==> config.mk <==
export PLATFORM = sky130hd
export DESIGN_NAME = pid_controller_clamped_flat
export DESIGN_NICKNAME = d
export VERILOG_FILES = /design/src/hw/rtl/pcc_pkg.sv /design/src/hw/rtl/pcc_channels.sv /design/src/hw/rtl/pid_controller_clamped.sv /design/src/flat_wrapper.sv
export VERILOG_INCLUDE_DIRS = /design/src /design/src/hw/rtl
export SDC_FILE = /design/constraint.sdc
export NUM_CORES = 2
export LEC_CHECK = 0
export BUFFER_PORTS_ARGS = -buffer_cell sky130_fd_sc_hd__buf_2
export CELL_PAD_IN_SITES_DETAIL_PLACEMENT = 0
export CELL_PAD_IN_SITES_GLOBAL_PLACEMENT = 1
export CORE_UTILIZATION = 50
export DETAILED_ROUTE_END_ITERATION = 7
export GPL_TIMING_DRIVEN = 0
export PLACE_DENSITY_LB_ADDON = 0.25
export SLEW_MARGIN = 30
export SYNTH_ARGS = -nofsm -noshare
export SYNTH_HDL_FRONTEND = slang
export SYNTH_SLANG_ARGS = --single-unit
export TNS_END_PERCENT = 20
==> constraint.sdc <==
create_clock -name clk -period 9.7 [get_ports clk]
set_clock_uncertainty 0.05 [all_clocks]
set_input_delay 2.91 -clock clk [delete_from_list [all_inputs] [get_ports clk]]
set_output_delay 2.91 -clock clk [all_outputs]
set_load 0.1 [all_outputs]
==> src/hw/rtl/pid_controller_clamped_assert.svh <==
// Assertion macros for the clamped PID controller.
// Included by the top level; needs nothing else.
`ifndef PID_CONTROLLER_CLAMPED_ASSERT_SVH
`define PID_CONTROLLER_CLAMPED_ASSERT_SVH

// Check a consequence in the same cycle as its antecedent.
`define PCC_ASSERT_NOW(lbl, clk_s, rst_s, ante, cons, msg) \
	lbl: assert property (@(posedge clk_s) disable iff (!rst_s) (ante) |-> (cons)) \
		else $error(msg);

// Check a consequence in the cycle after its antecedent.
`define PCC_ASSERT_NEXT(lbl, clk_s, rst_s, ante, cons, msg) \
	lbl: assert property (@(posedge clk_s) disable iff (!rst_s) (ante) |=> (cons)) \
		else $error(msg);

`endif

==> src/hw/rtl/pcc_pkg.sv <==
// Shared constants and codes for the clamped PID controller.
// No dependencies; used by the channel interfaces and the top level.
`default_nettype none

package pcc_pkg;

	// Default widths
	localparam int DATA_WIDTH_DEF = 32;
	localparam int FRAC_BITS_DEF  = 16;
	localparam int TIME_WIDTH     = 32;

	// Timing constants
	localparam int STEP_MS  = 10;
	localparam int MS_PER_S = 1000;

	// Configuration register indexes
	localparam int CFG_IDX_W = 4;

	typedef enum logic [CFG_IDX_W-1:0] {
		REG_PROP_GAIN   = 4'd0,
		REG_INTEG_GAIN  = 4'd1,
		REG_DERIV_GAIN  = 4'd2,
		REG_OUT_LOW     = 4'd3,
		REG_OUT_HIGH    = 4'd4,
		REG_INTEG_LOW   = 4'd5,
		REG_INTEG_HIGH  = 4'd6,
		REG_INTEG_START = 4'd7
	} cfg_reg_t;

	// Operations run on the shared multiply/divide unit
	typedef enum logic [2:0] {
		OP_P  = 3'd0,
		OP_I1 = 3'd1,
		OP_I2 = 3'd2,
		OP_D1 = 3'd3,
		OP_D2 = 3'd4
	} op_t;

endpackage

`default_nettype wire

==> src/hw/rtl/pcc_channels.sv <==
// Valid/ready channel interfaces of the clamped PID controller.
// Depends on pcc_pkg for default widths and the register index width.
`default_nettype none

// Sample channel: setpoint, measurement and timestamp
interface pcc_sample_if import pcc_pkg::*; #(
	parameter int DATA_WIDTH = DATA_WIDTH_DEF
);
	logic                         valid;
	logic                         ready;
	logic signed [DATA_WIDTH-1:0] setpoint;
	logic signed [DATA_WIDTH-1:0] measured;
	logic        [TIME_WIDTH-1:0] now_ms;

	modport source (output valid, output setpoint, output measured, output now_ms,
		input ready);
	modport sink (input valid, input setpoint, input measured, input now_ms,
		output ready);
endinterface

// Result channel: drive value and step flag
interface pcc_result_if import pcc_pkg::*; #(
	parameter int DATA_WIDTH = DATA_WIDTH_DEF
);
	logic                         valid;
	logic                         ready;
	logic signed [DATA_WIDTH-1:0] drive;
	logic                         updated;

	modport source (output valid, output drive, output updated, input ready);
	modport sink (input valid, input drive, input updated, output ready);
endinterface

// Configuration write channel
interface pcc_cfg_if import pcc_pkg::*; #(
	parameter int DATA_WIDTH = DATA_WIDTH_DEF
);
	logic                  valid;
	logic                  ready;
	logic [CFG_IDX_W-1:0]  index;
	logic [DATA_WIDTH-1:0] data;

	modport source (output valid, output index, output data, input ready);
	modport sink (input valid, input index, input data, output ready);
endinterface

`default_nettype wire

==> src/hw/rtl/pid_controller_clamped.sv <==
// Clamped PID controller, signed fixed point, one shared shift-add/restoring unit.
// Depends on pcc_pkg, pcc_channels.sv and pid_controller_clamped_assert.svh.
//
//  channel | dir | payload                        | word accepted when
//  --------+-----+--------------------------------+---------------------
//  sample  | in  | setpoint, measured, now_ms     | valid && ready
//  result  | out | drive, updated                 | valid && ready
//  cfg     | in  | index, data                    | valid && ready (ready is always 1)
//
// A held sample (10 ms or less since the last step) skips the step and goes straight
// to the done state. A step runs five products on one serial multiplier, one bit per
// cycle over MB = max(DATA_WIDTH, 32) bits, two of them followed by a restoring divide
// that yields a DATA_WIDTH-bit quotient. The first step runs only the first three
// products, as it has no derivative term. A divide whose quotient would overflow is
// skipped, which shortens the step. sample.ready is high only while the sequencer is
// idle; the result register lets the next sample in while a result waits. Reset is
// asynchronous and needs no clearing pass.
`default_nettype none

`include "pid_controller_clamped_assert.svh"

module pid_controller_clamped import pcc_pkg::*; #(
	parameter int DATA_WIDTH = DATA_WIDTH_DEF,
	parameter int FRAC_BITS  = FRAC_BITS_DEF
) (
	input  logic          clk,
	input  logic          arst_n,
	pcc_sample_if.sink    sample,
	pcc_result_if.source  result,
	pcc_cfg_if.sink       cfg
);

	localparam int DW = DATA_WIDTH;
	localparam int FW = FRAC_BITS;
	localparam int TW = TIME_WIDTH;
	localparam int MA = DW + 1;
	localparam int MB = (DW > TW) ? DW : TW;
	localparam int PW = MA + MB;
	localparam int CW = $clog2(MB);

	localparam logic signed [DW-1:0] DMAX = {1'b0, {(DW-1){1'b1}}};
	localparam logic signed [DW-1:0] DMIN = {1'b1, {(DW-1){1'b0}}};

	typedef enum logic [7:0] {
		ST_IDLE  = 8'b0000_0001,
		ST_LOAD  = 8'b0000_0010,
		ST_MUL   = 8'b0000_0100,
		ST_DIV   = 8'b0000_1000,
		ST_FIN   = 8'b0001_0000,
		ST_INTEG = 8'b0010_0000,
		ST_SUM   = 8'b0100_0000,
		ST_DONE  = 8'b1000_0000
	} state_t;

	// Sequencer and control state
	state_t                state_q;
	op_t                   op_q;
	logic [CW-1:0]         cnt_q;
	logic                  res_valid_q;

	// Configuration registers
	logic signed [DW-1:0]  prop_gain_q, integ_gain_q, deriv_gain_q;
	logic signed [DW-1:0]  out_low_q, out_high_q, integ_low_q, integ_high_q;

	// Controller state
	logic signed [DW-1:0]  integ_q, prev_meas_q, held_q;
	logic [TW-1:0]         prev_time_q;
	logic                  primed_q;

	// Working registers
	logic signed [DW:0]    err_q, diff_q;
	logic [TW-1:0]         elapsed_q;
	logic signed [DW-1:0]  p_q, inc_q, d_q;
	logic [MA-1:0]         mca_q;
	logic [PW-1:0]         prod_q;
	logic                  neg_q, ovf_q;
	logic [TW-1:0]         rem_q;
	logic [DW-1:0]         quo_q;
	logic signed [DW-1:0]  fin_drive_q, res_drive_q;
	logic                  fin_updated_q, res_updated_q;

	// Handshakes
	logic in_fire, out_fire, cfg_fire, res_load;
	logic [TW-1:0] elapsed_in;
	logic step_in;

	assign sample.ready   = (state_q == ST_IDLE);
	assign in_fire        = sample.valid && sample.ready;
	assign out_fire       = result.valid && result.ready;
	assign cfg.ready      = 1'b1;
	assign cfg_fire       = cfg.valid && cfg.ready;
	assign result.valid   = res_valid_q;
	assign result.drive   = res_drive_q;
	assign result.updated = res_updated_q;
	assign res_load       = (state_q == ST_DONE) && (!res_valid_q || out_fire);

	assign elapsed_in = sample.now_ms - prev_time_q;
	assign step_in    = elapsed_in > TW'(STEP_MS);

	// Pick operands for the current operation
	logic signed [DW:0] a_sel;
	logic signed [MB:0] b_sel;
	logic [MA-1:0]      a_mag;
	logic [MB:0]        b_mag_w;
	logic [MB-1:0]      b_mag;
	logic               op_neg, div_op;
	logic [TW-1:0]      den;

	always_comb begin
		case (op_q)
			OP_P: begin
				a_sel = err_q;
				b_sel = {{(MB+1-DW){prop_gain_q[DW-1]}}, prop_gain_q};
			end
			OP_I1: begin
				a_sel = err_q;
				b_sel = {{(MB+1-DW){integ_gain_q[DW-1]}}, integ_gain_q};
			end
			OP_I2: begin
				a_sel = {inc_q[DW-1], inc_q};
				b_sel = (MB+1)'(elapsed_q);
			end
			OP_D1: begin
				a_sel = diff_q;
				b_sel = {{(MB+1-DW){deriv_gain_q[DW-1]}}, deriv_gain_q};
			end
			OP_D2: begin
				a_sel = {d_q[DW-1], d_q};
				b_sel = (MB+1)'(MS_PER_S);
			end
			default: begin
				a_sel = '0;
				b_sel = '0;
			end
		endcase
	end

	assign a_mag   = a_sel[DW] ? -a_sel : a_sel;
	assign b_mag_w = b_sel[MB] ? -b_sel : b_sel;
	assign b_mag   = b_mag_w[MB-1:0];
	assign op_neg  = a_sel[DW] ^ b_sel[MB];
	assign div_op  = (op_q == OP_I2) || (op_q == OP_D2);
	assign den     = (op_q == OP_D2) ? elapsed_q : TW'(MS_PER_S);

	// Shift-add multiplier step
	logic [MA:0]   add_sum;
	logic [PW-1:0] prod_next;
	logic          ovf_chk;

	assign add_sum   = {1'b0, prod_q[PW-1:MB]} + (prod_q[0] ? {1'b0, mca_q} : '0);
	assign prod_next = {add_sum, prod_q[MB-1:1]};
	assign ovf_chk   = prod_next[PW-1:DW] >= (MB+1)'(den);

	// Restoring divider step
	logic [TW:0] div_t, div_sub;
	logic        div_ge;

	assign div_t   = {rem_q, quo_q[DW-1]};
	assign div_sub = div_t - {1'b0, den};
	assign div_ge  = div_t >= {1'b0, den};

	// Saturate the unit's magnitude and apply the sign
	logic [PW-1:0]        mag_sh;
	logic [DW-1:0]        lim, mag_dw;
	logic                 over;
	logic signed [DW-1:0] op_res;

	assign mag_sh = prod_q >> FW;
	assign lim    = neg_q ? DMIN : DMAX;
	assign over   = div_op ? (ovf_q || (quo_q > lim)) : (mag_sh > {{(PW-DW){1'b0}}, lim});
	assign mag_dw = div_op ? quo_q : mag_sh[DW-1:0];
	assign op_res = over ? (neg_q ? DMIN : DMAX) : (neg_q ? -mag_dw : mag_dw);

	// Integrator update: saturate, then clamp with the low bound first
	logic signed [DW:0]   isum;
	logic signed [DW-1:0] isat, integ_next;

	assign isum = {integ_q[DW-1], integ_q} + {inc_q[DW-1], inc_q};
	assign isat = (isum[DW] != isum[DW-1]) ? (isum[DW] ? DMIN : DMAX) : isum[DW-1:0];

	always_comb begin
		if (isat < integ_low_q) begin
			integ_next = integ_low_q;
		end else if (isat > integ_high_q) begin
			integ_next = integ_high_q;
		end else begin
			integ_next = isat;
		end
	end

	// Output sum: saturate, then clamp with the low bound first
	logic signed [DW+1:0] ssum;
	logic signed [DW-1:0] ssat, drive_next;

	assign ssum = {{2{p_q[DW-1]}}, p_q} + {{2{integ_q[DW-1]}}, integ_q}
		+ {{2{d_q[DW-1]}}, d_q};
	assign ssat = ((ssum[DW+1:DW-1] == 3'b000) || (ssum[DW+1:DW-1] == 3'b111))
		? ssum[DW-1:0] : (ssum[DW+1] ? DMIN : DMAX);

	always_comb begin
		if (ssat < out_low_q) begin
			drive_next = out_low_q;
		end else if (ssat > out_high_q) begin
			drive_next = out_high_q;
		end else begin
			drive_next = ssat;
		end
	end

	// Sequencer, configuration and controller state
	always_ff @(posedge clk or negedge arst_n) begin
		if (!arst_n) begin
			state_q       <= ST_IDLE;
			op_q          <= OP_P;
			cnt_q         <= '0;
			res_valid_q   <= 1'b0;
			prop_gain_q   <= '0;
			integ_gain_q  <= '0;
			deriv_gain_q  <= '0;
			out_low_q     <= DMIN;
			out_high_q    <= DMAX;
			integ_low_q   <= DMIN;
			integ_high_q  <= DMAX;
			integ_q       <= '0;
			prev_meas_q   <= '0;
			prev_time_q   <= '0;
			primed_q      <= 1'b0;
			held_q        <= '0;
		end else begin
			case (state_q)
				ST_IDLE: begin
					if (in_fire) begin
						if (step_in) begin
							prev_time_q <= sample.now_ms;
							prev_meas_q <= sample.measured;
							op_q        <= OP_P;
							state_q     <= ST_LOAD;
						end else begin
							state_q <= ST_DONE;
						end
					end
				end
				ST_LOAD: begin
					cnt_q   <= '0;
					state_q <= ST_MUL;
				end
				ST_MUL: begin
					if (cnt_q == CW'(MB - 1)) begin
						cnt_q   <= '0;
						state_q <= (div_op && !ovf_chk) ? ST_DIV : ST_FIN;
					end else begin
						cnt_q <= cnt_q + 1'b1;
					end
				end
				ST_DIV: begin
					cnt_q <= cnt_q + 1'b1;
					if (cnt_q == CW'(DW - 1)) begin
						state_q <= ST_FIN;
					end
				end
				ST_FIN: begin
					// advance to the next product, skipping the derivative on the first step
					case (op_q)
						OP_P: begin
							op_q    <= OP_I1;
							state_q <= ST_LOAD;
						end
						OP_I1: begin
							op_q    <= OP_I2;
							state_q <= ST_LOAD;
						end
						OP_I2: begin
							op_q    <= OP_D1;
							state_q <= primed_q ? ST_LOAD : ST_INTEG;
						end
						OP_D1: begin
							op_q    <= OP_D2;
							state_q <= ST_LOAD;
						end
						default: begin
							state_q <= ST_INTEG;
						end
					endcase
				end
				ST_INTEG: begin
					integ_q <= integ_next;
					state_q <= ST_SUM;
				end
				ST_SUM: begin
					primed_q <= 1'b1;
					state_q  <= ST_DONE;
				end
				ST_DONE: begin
					if (res_load) begin
						if (fin_updated_q) begin
							held_q <= fin_drive_q;
						end
						state_q <= ST_IDLE;
					end
				end
				default: begin
					state_q <= ST_IDLE;
				end
			endcase

			// hold the result word until it is taken
			if (res_load) begin
				res_valid_q <= 1'b1;
			end else if (out_fire) begin
				res_valid_q <= 1'b0;
			end

			// register writes; the preload also loads the integrator
			if (cfg_fire) begin
				case (cfg.index)
					REG_PROP_GAIN:   prop_gain_q  <= cfg.data;
					REG_INTEG_GAIN:  integ_gain_q <= cfg.data;
					REG_DERIV_GAIN:  deriv_gain_q <= cfg.data;
					REG_OUT_LOW:     out_low_q    <= cfg.data;
					REG_OUT_HIGH:    out_high_q   <= cfg.data;
					REG_INTEG_LOW:   integ_low_q  <= cfg.data;
					REG_INTEG_HIGH:  integ_high_q <= cfg.data;
					REG_INTEG_START: integ_q      <= cfg.data;
					default: begin
					end
				endcase
			end
		end
	end

	// Datapath registers
	always_ff @(posedge clk) begin
		case (state_q)
			ST_IDLE: begin
				if (in_fire) begin
					err_q     <= {sample.setpoint[DW-1], sample.setpoint}
						- {sample.measured[DW-1], sample.measured};
					diff_q    <= {prev_meas_q[DW-1], prev_meas_q}
						- {sample.measured[DW-1], sample.measured};
					elapsed_q <= elapsed_in;
					d_q       <= '0;
					// a held sample repeats the last drive
					fin_drive_q   <= held_q;
					fin_updated_q <= 1'b0;
				end
			end
			ST_LOAD: begin
				mca_q  <= a_mag;
				prod_q <= {{MA{1'b0}}, b_mag};
				neg_q  <= op_neg;
			end
			ST_MUL: begin
				prod_q <= prod_next;
				if (cnt_q == CW'(MB - 1)) begin
					ovf_q <= div_op && ovf_chk;
					rem_q <= prod_next[DW+TW-1:DW];
					quo_q <= prod_next[DW-1:0];
				end
			end
			ST_DIV: begin
				rem_q <= div_ge ? div_sub[TW-1:0] : div_t[TW-1:0];
				quo_q <= {quo_q[DW-2:0], div_ge};
			end
			ST_FIN: begin
				case (op_q)
					OP_P:                p_q   <= op_res;
					OP_I1, OP_I2:        inc_q <= op_res;
					OP_D1, OP_D2:        d_q   <= op_res;
					default: begin
					end
				endcase
			end
			ST_SUM: begin
				fin_drive_q   <= drive_next;
				fin_updated_q <= 1'b1;
			end
			default: begin
			end
		endcase

		if (res_load) begin
			res_drive_q   <= fin_drive_q;
			res_updated_q <= fin_updated_q;
		end
	end

	// Checks
	`PCC_ASSERT_NOW(a_div_rem_below_den, clk, arst_n, state_q == ST_DIV, rem_q < den,
		"divider remainder not below divisor")
	`PCC_ASSERT_NOW(a_held_drive, clk, arst_n, result.valid && !result.updated,
		result.drive == held_q, "held result differs from last drive")
	`PCC_ASSERT_NEXT(a_held_fast, clk, arst_n, in_fire && !step_in, state_q == ST_DONE,
		"held sample did not bypass the step")

endmodule

`default_nettype wire

==> src/flat_wrapper.sv <==
// flat-port wrapper written by rule: the top's interface ports become plain ports
module pid_controller_clamped_flat import pcc_pkg::*;
#(
	parameter int DATA_WIDTH = DATA_WIDTH_DEF,
	parameter int FRAC_BITS  = FRAC_BITS_DEF
)
  (clk, arst_n, sample_valid, sample_setpoint, sample_measured, sample_now_ms, sample_ready, result_valid, result_drive, result_updated, result_ready, cfg_valid, cfg_index, cfg_data, cfg_ready);
  pcc_sample_if #(.DATA_WIDTH(DATA_WIDTH)) sample_i ();
  pcc_result_if #(.DATA_WIDTH(DATA_WIDTH)) result_i ();
  pcc_cfg_if #(.DATA_WIDTH(DATA_WIDTH)) cfg_i ();
  input  logic clk;
  input  logic arst_n;
  input wire logic [$bits(sample_i.valid)-1:0] sample_valid;
  input wire logic [$bits(sample_i.setpoint)-1:0] sample_setpoint;
  input wire logic [$bits(sample_i.measured)-1:0] sample_measured;
  input wire logic [$bits(sample_i.now_ms)-1:0] sample_now_ms;
  output wire logic [$bits(sample_i.ready)-1:0] sample_ready;
  output wire logic [$bits(result_i.valid)-1:0] result_valid;
  output wire logic [$bits(result_i.drive)-1:0] result_drive;
  output wire logic [$bits(result_i.updated)-1:0] result_updated;
  input wire logic [$bits(result_i.ready)-1:0] result_ready;
  input wire logic [$bits(cfg_i.valid)-1:0] cfg_valid;
  input wire logic [$bits(cfg_i.index)-1:0] cfg_index;
  input wire logic [$bits(cfg_i.data)-1:0] cfg_data;
  output wire logic [$bits(cfg_i.ready)-1:0] cfg_ready;
  assign sample_i.valid = sample_valid;
  assign sample_i.setpoint = sample_setpoint;
  assign sample_i.measured = sample_measured;
  assign sample_i.now_ms = sample_now_ms;
  assign sample_ready = sample_i.ready;
  assign result_valid = result_i.valid;
  assign result_drive = result_i.drive;
  assign result_updated = result_i.updated;
  assign result_i.ready = result_ready;
  assign cfg_i.valid = cfg_valid;
  assign cfg_i.index = cfg_index;
  assign cfg_i.data = cfg_data;
  assign cfg_ready = cfg_i.ready;
  pid_controller_clamped #(.DATA_WIDTH(DATA_WIDTH), .FRAC_BITS(FRAC_BITS)) u_core (.clk(clk), .arst_n(arst_n), .sample(sample_i), .result(result_i), .cfg(cfg_i));
endmodule
# ---- Word-level counts from Yosys, hierarchy flattened
# Index checks and enable logic that the tools add are counted.
# W data, S select, Z words.
dict set report classes {
  add_sub_neg 12
  magnitude_cmp 9
  eq_ne 29
  mux 52
  bitwise_logic 1
  reduce_logical 42
}
# cell count
set ops {}
lappend ops {{$mux W32} 24}
lappend ops {{$pmux W32 S2} 4}
lappend ops {{$pmux W33 S5} 1}
lappend ops {{$pmux W33 S4} 1}
lappend ops {{$pmux W65 S2} 1}
lappend ops {{$gt A32 B32 Y1} 3}
lappend ops {{$add A32 B32 Y33} 2}
lappend ops {{$ge A33 B32 Y1} 2}
lappend ops {{$sub A32 B32 Y33} 2}
lappend ops {{$lt A32 B32 Y1} 2}
lappend ops {{$neg A32 Y32} 2}
lappend ops {{$pmux W8 S8} 1}
lappend ops {{$sub A32 B32 Y32} 2}
lappend ops {{$gt A49 B32 Y1} 1}
lappend ops {{$mux W8} 5}
lappend ops {{$add A33 B34 Y34} 1}
lappend ops {{$add A34 B34 Y34} 1}
lappend ops {{$mux W33} 1}
lappend ops {{$neg A33 Y33} 1}
lappend ops {{$gt A32 B4 Y1 const B} 1}
lappend ops {{$reduce_and A2 Y1} 13}
lappend ops {{$eq A4 B3 Y1 const B} 4}
lappend ops {{$pmux W8 S2} 1}
lappend ops {{$pmux W5 S3} 1}
lappend ops {{38 further kinds} 68}
dict set report totals {
  regBits 794
  output_inout_bits 36
  elab_cells 178
}

# ---- Depth between registers and ports, before layout
dict set report depth {
  depth_word 9
  depth_mapped 41
  mapped_depth_nobuf 39
}

# ---- Worst setup path before layout
# Ideal clock, no wire load.
dict set report synth_timing {
  path_type {flip-flop to flip-flop}
  from {register u_core.integ_q[9]}
  to {register u_core.fin_drive_q[11] (data pin)}
  setup_time_ns 0.267
  t_arrival_ns 7.903
  required_ns 9.383
  path_slack_ns 1.479
  stages_incl_launch_ff 37
  period_less_slack_ns 8.221
  path_cell_list {dfrtp_1 -> ha_1 -> a2111oi_0 -> nand2b_1 -> o21ai_0 -> or3_1 -> a31oi_1 -> o41ai_1 -> o21bai_1 -> a21o_1 -> a21oi_1 -> xnor2_1 -> ha_1 -> clkbuf_1 -> a211oi_1 -> o21bai_1 -> a211oi_1 -> o21ai_0 -> a221o_1 -> a211oi_1 -> o21ai_1 -> clkbuf_1 -> buf_1 -> a21oi_1 -> ha_1 -> a211oi_1 -> nor2_1 -> o211ai_1 -> a21oi_1 -> a2111oi_0 -> nand4_1 -> o211ai_1 -> clkbuf_1 -> nand2_1 -> clkbuf_1 -> o22ai_1 -> o21ai_0}
}
dict set report synth_via {
  elab_chain_len 9
}
# element line
set synth_lines {}
lappend synth_lines {{start: declaration} pid_controller_clamped.sv:66} ;# logic signed [DW-1:0] integ_q, prev_meas_q, held_q;
lappend synth_lines {{start signal: assignment} pid_controller_clamped.sv:286} ;# integ_q <= integ_next;
lappend synth_lines {{start signal: assignment} pid_controller_clamped.sv:323} ;# REG_INTEG_START: integ_q <= cfg.data;
lappend synth_lines {{$add A32 B32 Y33 (*)} pid_controller_clamped.sv:195} ;# assign ssum = {{2{p_q[DW-1]}}, p_q} + {{2{integ_q[DW-1]}}, integ_q}
lappend synth_lines {{$add A34 B34 Y34 (*)} pid_controller_clamped.sv:196} ;# + {{2{d_q[DW-1]}}, d_q};
lappend synth_lines {{$eq A3 B3 Y1 / $logic_not A3 Y1 (equally long branches)} pid_controller_clamped.sv:197} ;# assign ssat = ((ssum[DW+1:DW-1] == 3'b000) || (ssum[DW+1:DW-1] == 3'b111))
lappend synth_lines {{$logic_or A1 B1 Y1} pid_controller_clamped.sv:197}
lappend synth_lines {{$mux W32 (*)} pid_controller_clamped.sv:198} ;# ? ssum[DW-1:0] : (ssum[DW+1] ? DMIN : DMAX);
lappend synth_lines {{$gt A32 B32 Y1} pid_controller_clamped.sv:203} ;# end else if (ssat > out_high_q) begin
lappend synth_lines {{$mux W32} pid_controller_clamped.sv:203}
lappend synth_lines {{$mux W32 (*)} pid_controller_clamped.sv:201} ;# if (ssat < out_low_q) begin
lappend synth_lines {{$pmux W32 S2 (*)} pid_controller_clamped.sv:333} ;# case (state_q)
lappend synth_lines {{end signal: assignment} pid_controller_clamped.sv:343} ;# fin_drive_q <= held_q;
lappend synth_lines {{end signal: assignment} pid_controller_clamped.sv:374} ;# fin_drive_q <= drive_next;
lappend synth_lines {{end: declaration} pid_controller_clamped.sv:79} ;# logic signed [DW-1:0] fin_drive_q, res_drive_q;
# Every way passes the cells marked *; elsewhere a longest branch is shown, timed or not.
# A chain may end at the register's enable or synchronous reset.

# ---- Final worst setup path
dict set report layout_timing {
  from {register u_core.inc_q[1]}
  to {register u_core.integ_q[8]}
}
dict set report layout_via {
  elab_chain_len 9
}
# element line
set layout_lines {}
lappend layout_lines {{start: declaration} pid_controller_clamped.sv:73} ;# logic signed [DW-1:0] p_q, inc_q, d_q;
lappend layout_lines {{start signal: assignment} pid_controller_clamped.sv:367} ;# OP_I1, OP_I2: inc_q <= op_res;
lappend layout_lines {{$add A32 B32 Y33 (*)} pid_controller_clamped.sv:178} ;# assign isum = {integ_q[DW-1], integ_q} + {inc_q[DW-1], inc_q};
lappend layout_lines {{$mux W32 / $ne A1 B1 Y1 (equally long branches)} pid_controller_clamped.sv:179} ;# assign isat = (isum[DW] != isum[DW-1]) ? (isum[DW] ? DMIN : DMAX) : isum[DW-1:0];
lappend layout_lines {{$mux W32 (*)} pid_controller_clamped.sv:179}
lappend layout_lines {{$gt A32 B32 Y1} pid_controller_clamped.sv:184} ;# end else if (isat > integ_high_q) begin
lappend layout_lines {{$mux W32} pid_controller_clamped.sv:184}
lappend layout_lines {{$mux W32 (*)} pid_controller_clamped.sv:182} ;# if (isat < integ_low_q) begin
lappend layout_lines {{$mux W32 (*)} pid_controller_clamped.sv:230} ;# case (state_q)
lappend layout_lines {{$mux W32} pid_controller_clamped.sv:315} ;# case (cfg.index)
lappend layout_lines {{$mux W32 (*)} pid_controller_clamped.sv:314} ;# if (cfg_fire) begin
# Marks and branches as above.

==> results.sh <==
export IMPL_num_rows=120
export IMPL_grt_max_degree=80
export IMPL_synth_xor_area_share_pct=4.30
export IMPL_status="finished clean"
export IMPL_dpl_hpwl_mm=150
export IMPL_antenna_found_initial=16
export IMPL_fin_crit_ps=9350
export IMPL_ys_flop_type="edfxtp_1"
export IMPL_muxShareOfSynthArea_pct=8.27
export IMPL_critPathRequiredTime_ps=10170
export IMPL_reg2reg_depth=34
export IMPL_cp_depth=34
export IMPL_track_usage_pct=34.1
export IMPL_fin_nets=6436
export IMPL_reg2reg_from="u_core.inc_q[1]"
export IMPL_drv_slew=0
export IMPL_post_route_period_util_pct=96.4
export IMPL_place_gp_congestion=1.00
export IMPL_ant_nets=0
export IMPL_cts_num_sinks=794
export IMPL_yosysSeqAreaShare_pct=40.9
export IMPL_firstDrtPassIters=5
export IMPL_setup_viol=0
export IMPL_die_w_um=331
export IMPL_dieArea_sq_um=109000
export IMPL_synth_cell_types=101
export IMPL_cts_tree="built"
export IMPL_start_util_pct=50.5
export IMPL_synth_edf_count=424
export IMPL_cp_arrival_ps=9830
export IMPL_setup_slack_ps=345
export IMPL_io_buffers=169
export IMPL_htreeDepth=3
export IMPL_relSlewSlack_pct=22.8
export IMPL_crit_top_cell="o21ai_0"
export IMPL_ys_ff_latch=794
export IMPL_clock_latency_ps=680
export IMPL_powerDensity_nw_per_um2=322
export IMPL_critPathLaunchType="register"
export IMPL_numCtsBuffers=89
export IMPL_coreArea_sq_um=107000
export IMPL_rrSetupSlack_ps=350
export IMPL_path_clk_slew_ps=60
export IMPL_maxCapViolCount=0
export IMPL_gr_total_overflow=0
export IMPL_dp_slack_ps=-1110
export IMPL_synth_compound_area_share_pct=17.6
export IMPL_vias_per_cell=6.14
export IMPL_grt_pass1_vias=41900
export IMPL_crit_end="u_core.integ_q[8]"
export IMPL_hold_viol_final=0
export IMPL_netlist_area_sq_um=54000
export IMPL_synthCells=5516
export IMPL_cp_max_fo=10
export IMPL_drive_gt1_share_pct=13.9
export IMPL_hold_class="register to register"
export IMPL_crit_family="compound AO/OA/AOI/OAI gates"
export IMPL_critPathLaunch="u_core.inc_q[1]"
export IMPL_areaGrowthSynthToFinish_pct=11.9
export IMPL_grt_pass1_wl_mm=275
export IMPL_vdd_drop_max_mv=0.207
export IMPL_finalSetupTns_ps=0
export IMPL_timing_fmax_ghz=0.107
export IMPL_p_leak_nw=26.1
export IMPL_routedWlPerCell_um=25.9
export IMPL_slowest_delay_ps=560
export IMPL_layout_common_cells="nand2_1, ha_1, o21ai_0, edfxtp_1, a21oi_1"
export IMPL_vias=44700
export IMPL_slowest_stage="edfxtp_1"
export IMPL_worst_setup_path_type="register to register"
export IMPL_drt_iter0_markers=4740
export IMPL_rr_endpoint="u_core.integ_q[8]"
export IMPL_worst_path_buf_inv=6
export IMPL_io_pin_count=173
export IMPL_drt_total_wl_mm=188
export IMPL_synthSimpleGateAreaFrac_pct=13.4
export IMPL_synth_adder_area_share_pct=11.6
export IMPL_drcViolationCount=0
export IMPL_syn_nets=6148
export IMPL_syn_area_per_cell_sq_um=9.79
export IMPL_ys_warn_count=0
export IMPL_layout_commonest_cell="nand2_1"
export IMPL_endpoint_kind="register"
export IMPL_synthArstFlopShare_pct=46.6
export IMPL_synth_top_family_by_area="compound AO/OA/AOI/OAI gates"
export IMPL_die_y_um=331
export IMPL_clock_path_buffers=3
export IMPL_cts_root_buffer="clkbuf_16"
export IMPL_worst_pin_slew_ps=1160
## state kept, by name, summed over array words and instances, names as in the netlist, 33 cells and up
| register | count |
|---|---|
| u_core.prod_q | 65 |
| u_core.err_q | 33 |
| u_core.mca_q | 33 |
| u_core.diff_q | 33 |
## report_power, final
group / total [W] / internal [W] / switching, W / leakage (nW)
clock network: 0.00357 / 0.00204 / 0.00152 / 1.46
registers: 0.00534 / 0.00469 / 0.000643 / 8.34
logic: 0.0105 / 0.00402 / 0.00651 / 16.3
total: 0.0194 / 0.0108 / 0.00868 / 26.1
## area by class of cell
type,count,area [sq um]
fill,9491,46600
multi-input combinational,4189,30100
sequential,794,22100
clock buffer,120,2460
tap,1403,1760
timing repair buffer,197,1260
inverter,324,1220
buffer,209,983
clock inverter,46,553
antenna,2,5.00
## Yosys cell counts, drive strengths merged, types with 106 or more instances
master,instances,area share (%)
xor2,121,2.0
a21o,181,2.5
nand2,542,3.8
a21oi,412,3.8
clkbuf,151,1.1
inv,323,2.2
dfrtp,305,14
nor2,388,2.7
o21ai,438,4.1
mux2,239,5.3
nand3,106,0.98
xnor2,144,2.3
edfxtp,424,24
ha,487,11
## what timing repair did
action / 4_1_cts / 5_1_grt
resized for setup: 26 / 63
pin swaps: 1 / 5
hold buffers: 0 / 0
setup endpoints to repair: 32 / 58
buffers inserted: 0 / 4
## worst min-delay path by stage
| stage | slack [ps] | startpoint | cells past startpoint | to |
|---|---|---|---|---|
| 2_1_floorplan | 370 | u_core.fin_drive_q[0] | 0 | u_core.result.drive[0] |
| 4_1_cts | 380 | u_core.fin_drive_q[0] | 0 | u_core.result.drive[0] |
| 6_report | 380 | u_core.fin_drive_q[0] | 0 | u_core.result.drive[0] |
| 3_3_place_gp | 370 | u_core.fin_drive_q[21] | 0 | u_core.result.drive[21] |
| 5_1_grt | 390 | u_core.fin_drive_q[0] | 0 | u_core.result.drive[0] |
| 3_5_place_dp | 380 | u_core.fin_drive_q[31] | 0 | u_core.result.drive[31] |
## stage by stage
stage	util (%)	area (sq um)	hold slack [ps]	instances	power (W)
floorplan	-	54000	372	5516	0.0121
global placement	52.9	56600	375	7088	0.0152
detailed placement	53.3	57100	383	7111	0.0154
CTS	56.2	60200	380	7277	0.0191
global route	56.4	60400	388	7282	0.0205
finish	56.4	60400	381	7284	0.0194
## metal layers
layer  part of all wire (%)  global-route usage [%]  vias up  routed length [um]
li1                       -                       -    20700                   -
met1                     44                    48.6    21800               82600
met2                     42                    50.3     1930               79800
met3                     10                    7.88      296               18800
met4                    3.8                    12.4        2                7190
met5                 0.0069                       0        -                  13
## logic make-up (layout without fill, tap and decap cells)
kind of cell | after synthesis | after routing
adder cells (fa/ha/maj) | 495 | 495
AND/OR/NAND/NOR | 1543 | 1543
AO/OA/AOI/OAI | 1524 | 1524
XOR/XNOR | 265 | 265
flip-flops | 794 | 794
multiplexers | 361 | 361
other | 1 | 3
buffers and inverters | 533 | 896
Power figures use the tool's default switching activity.
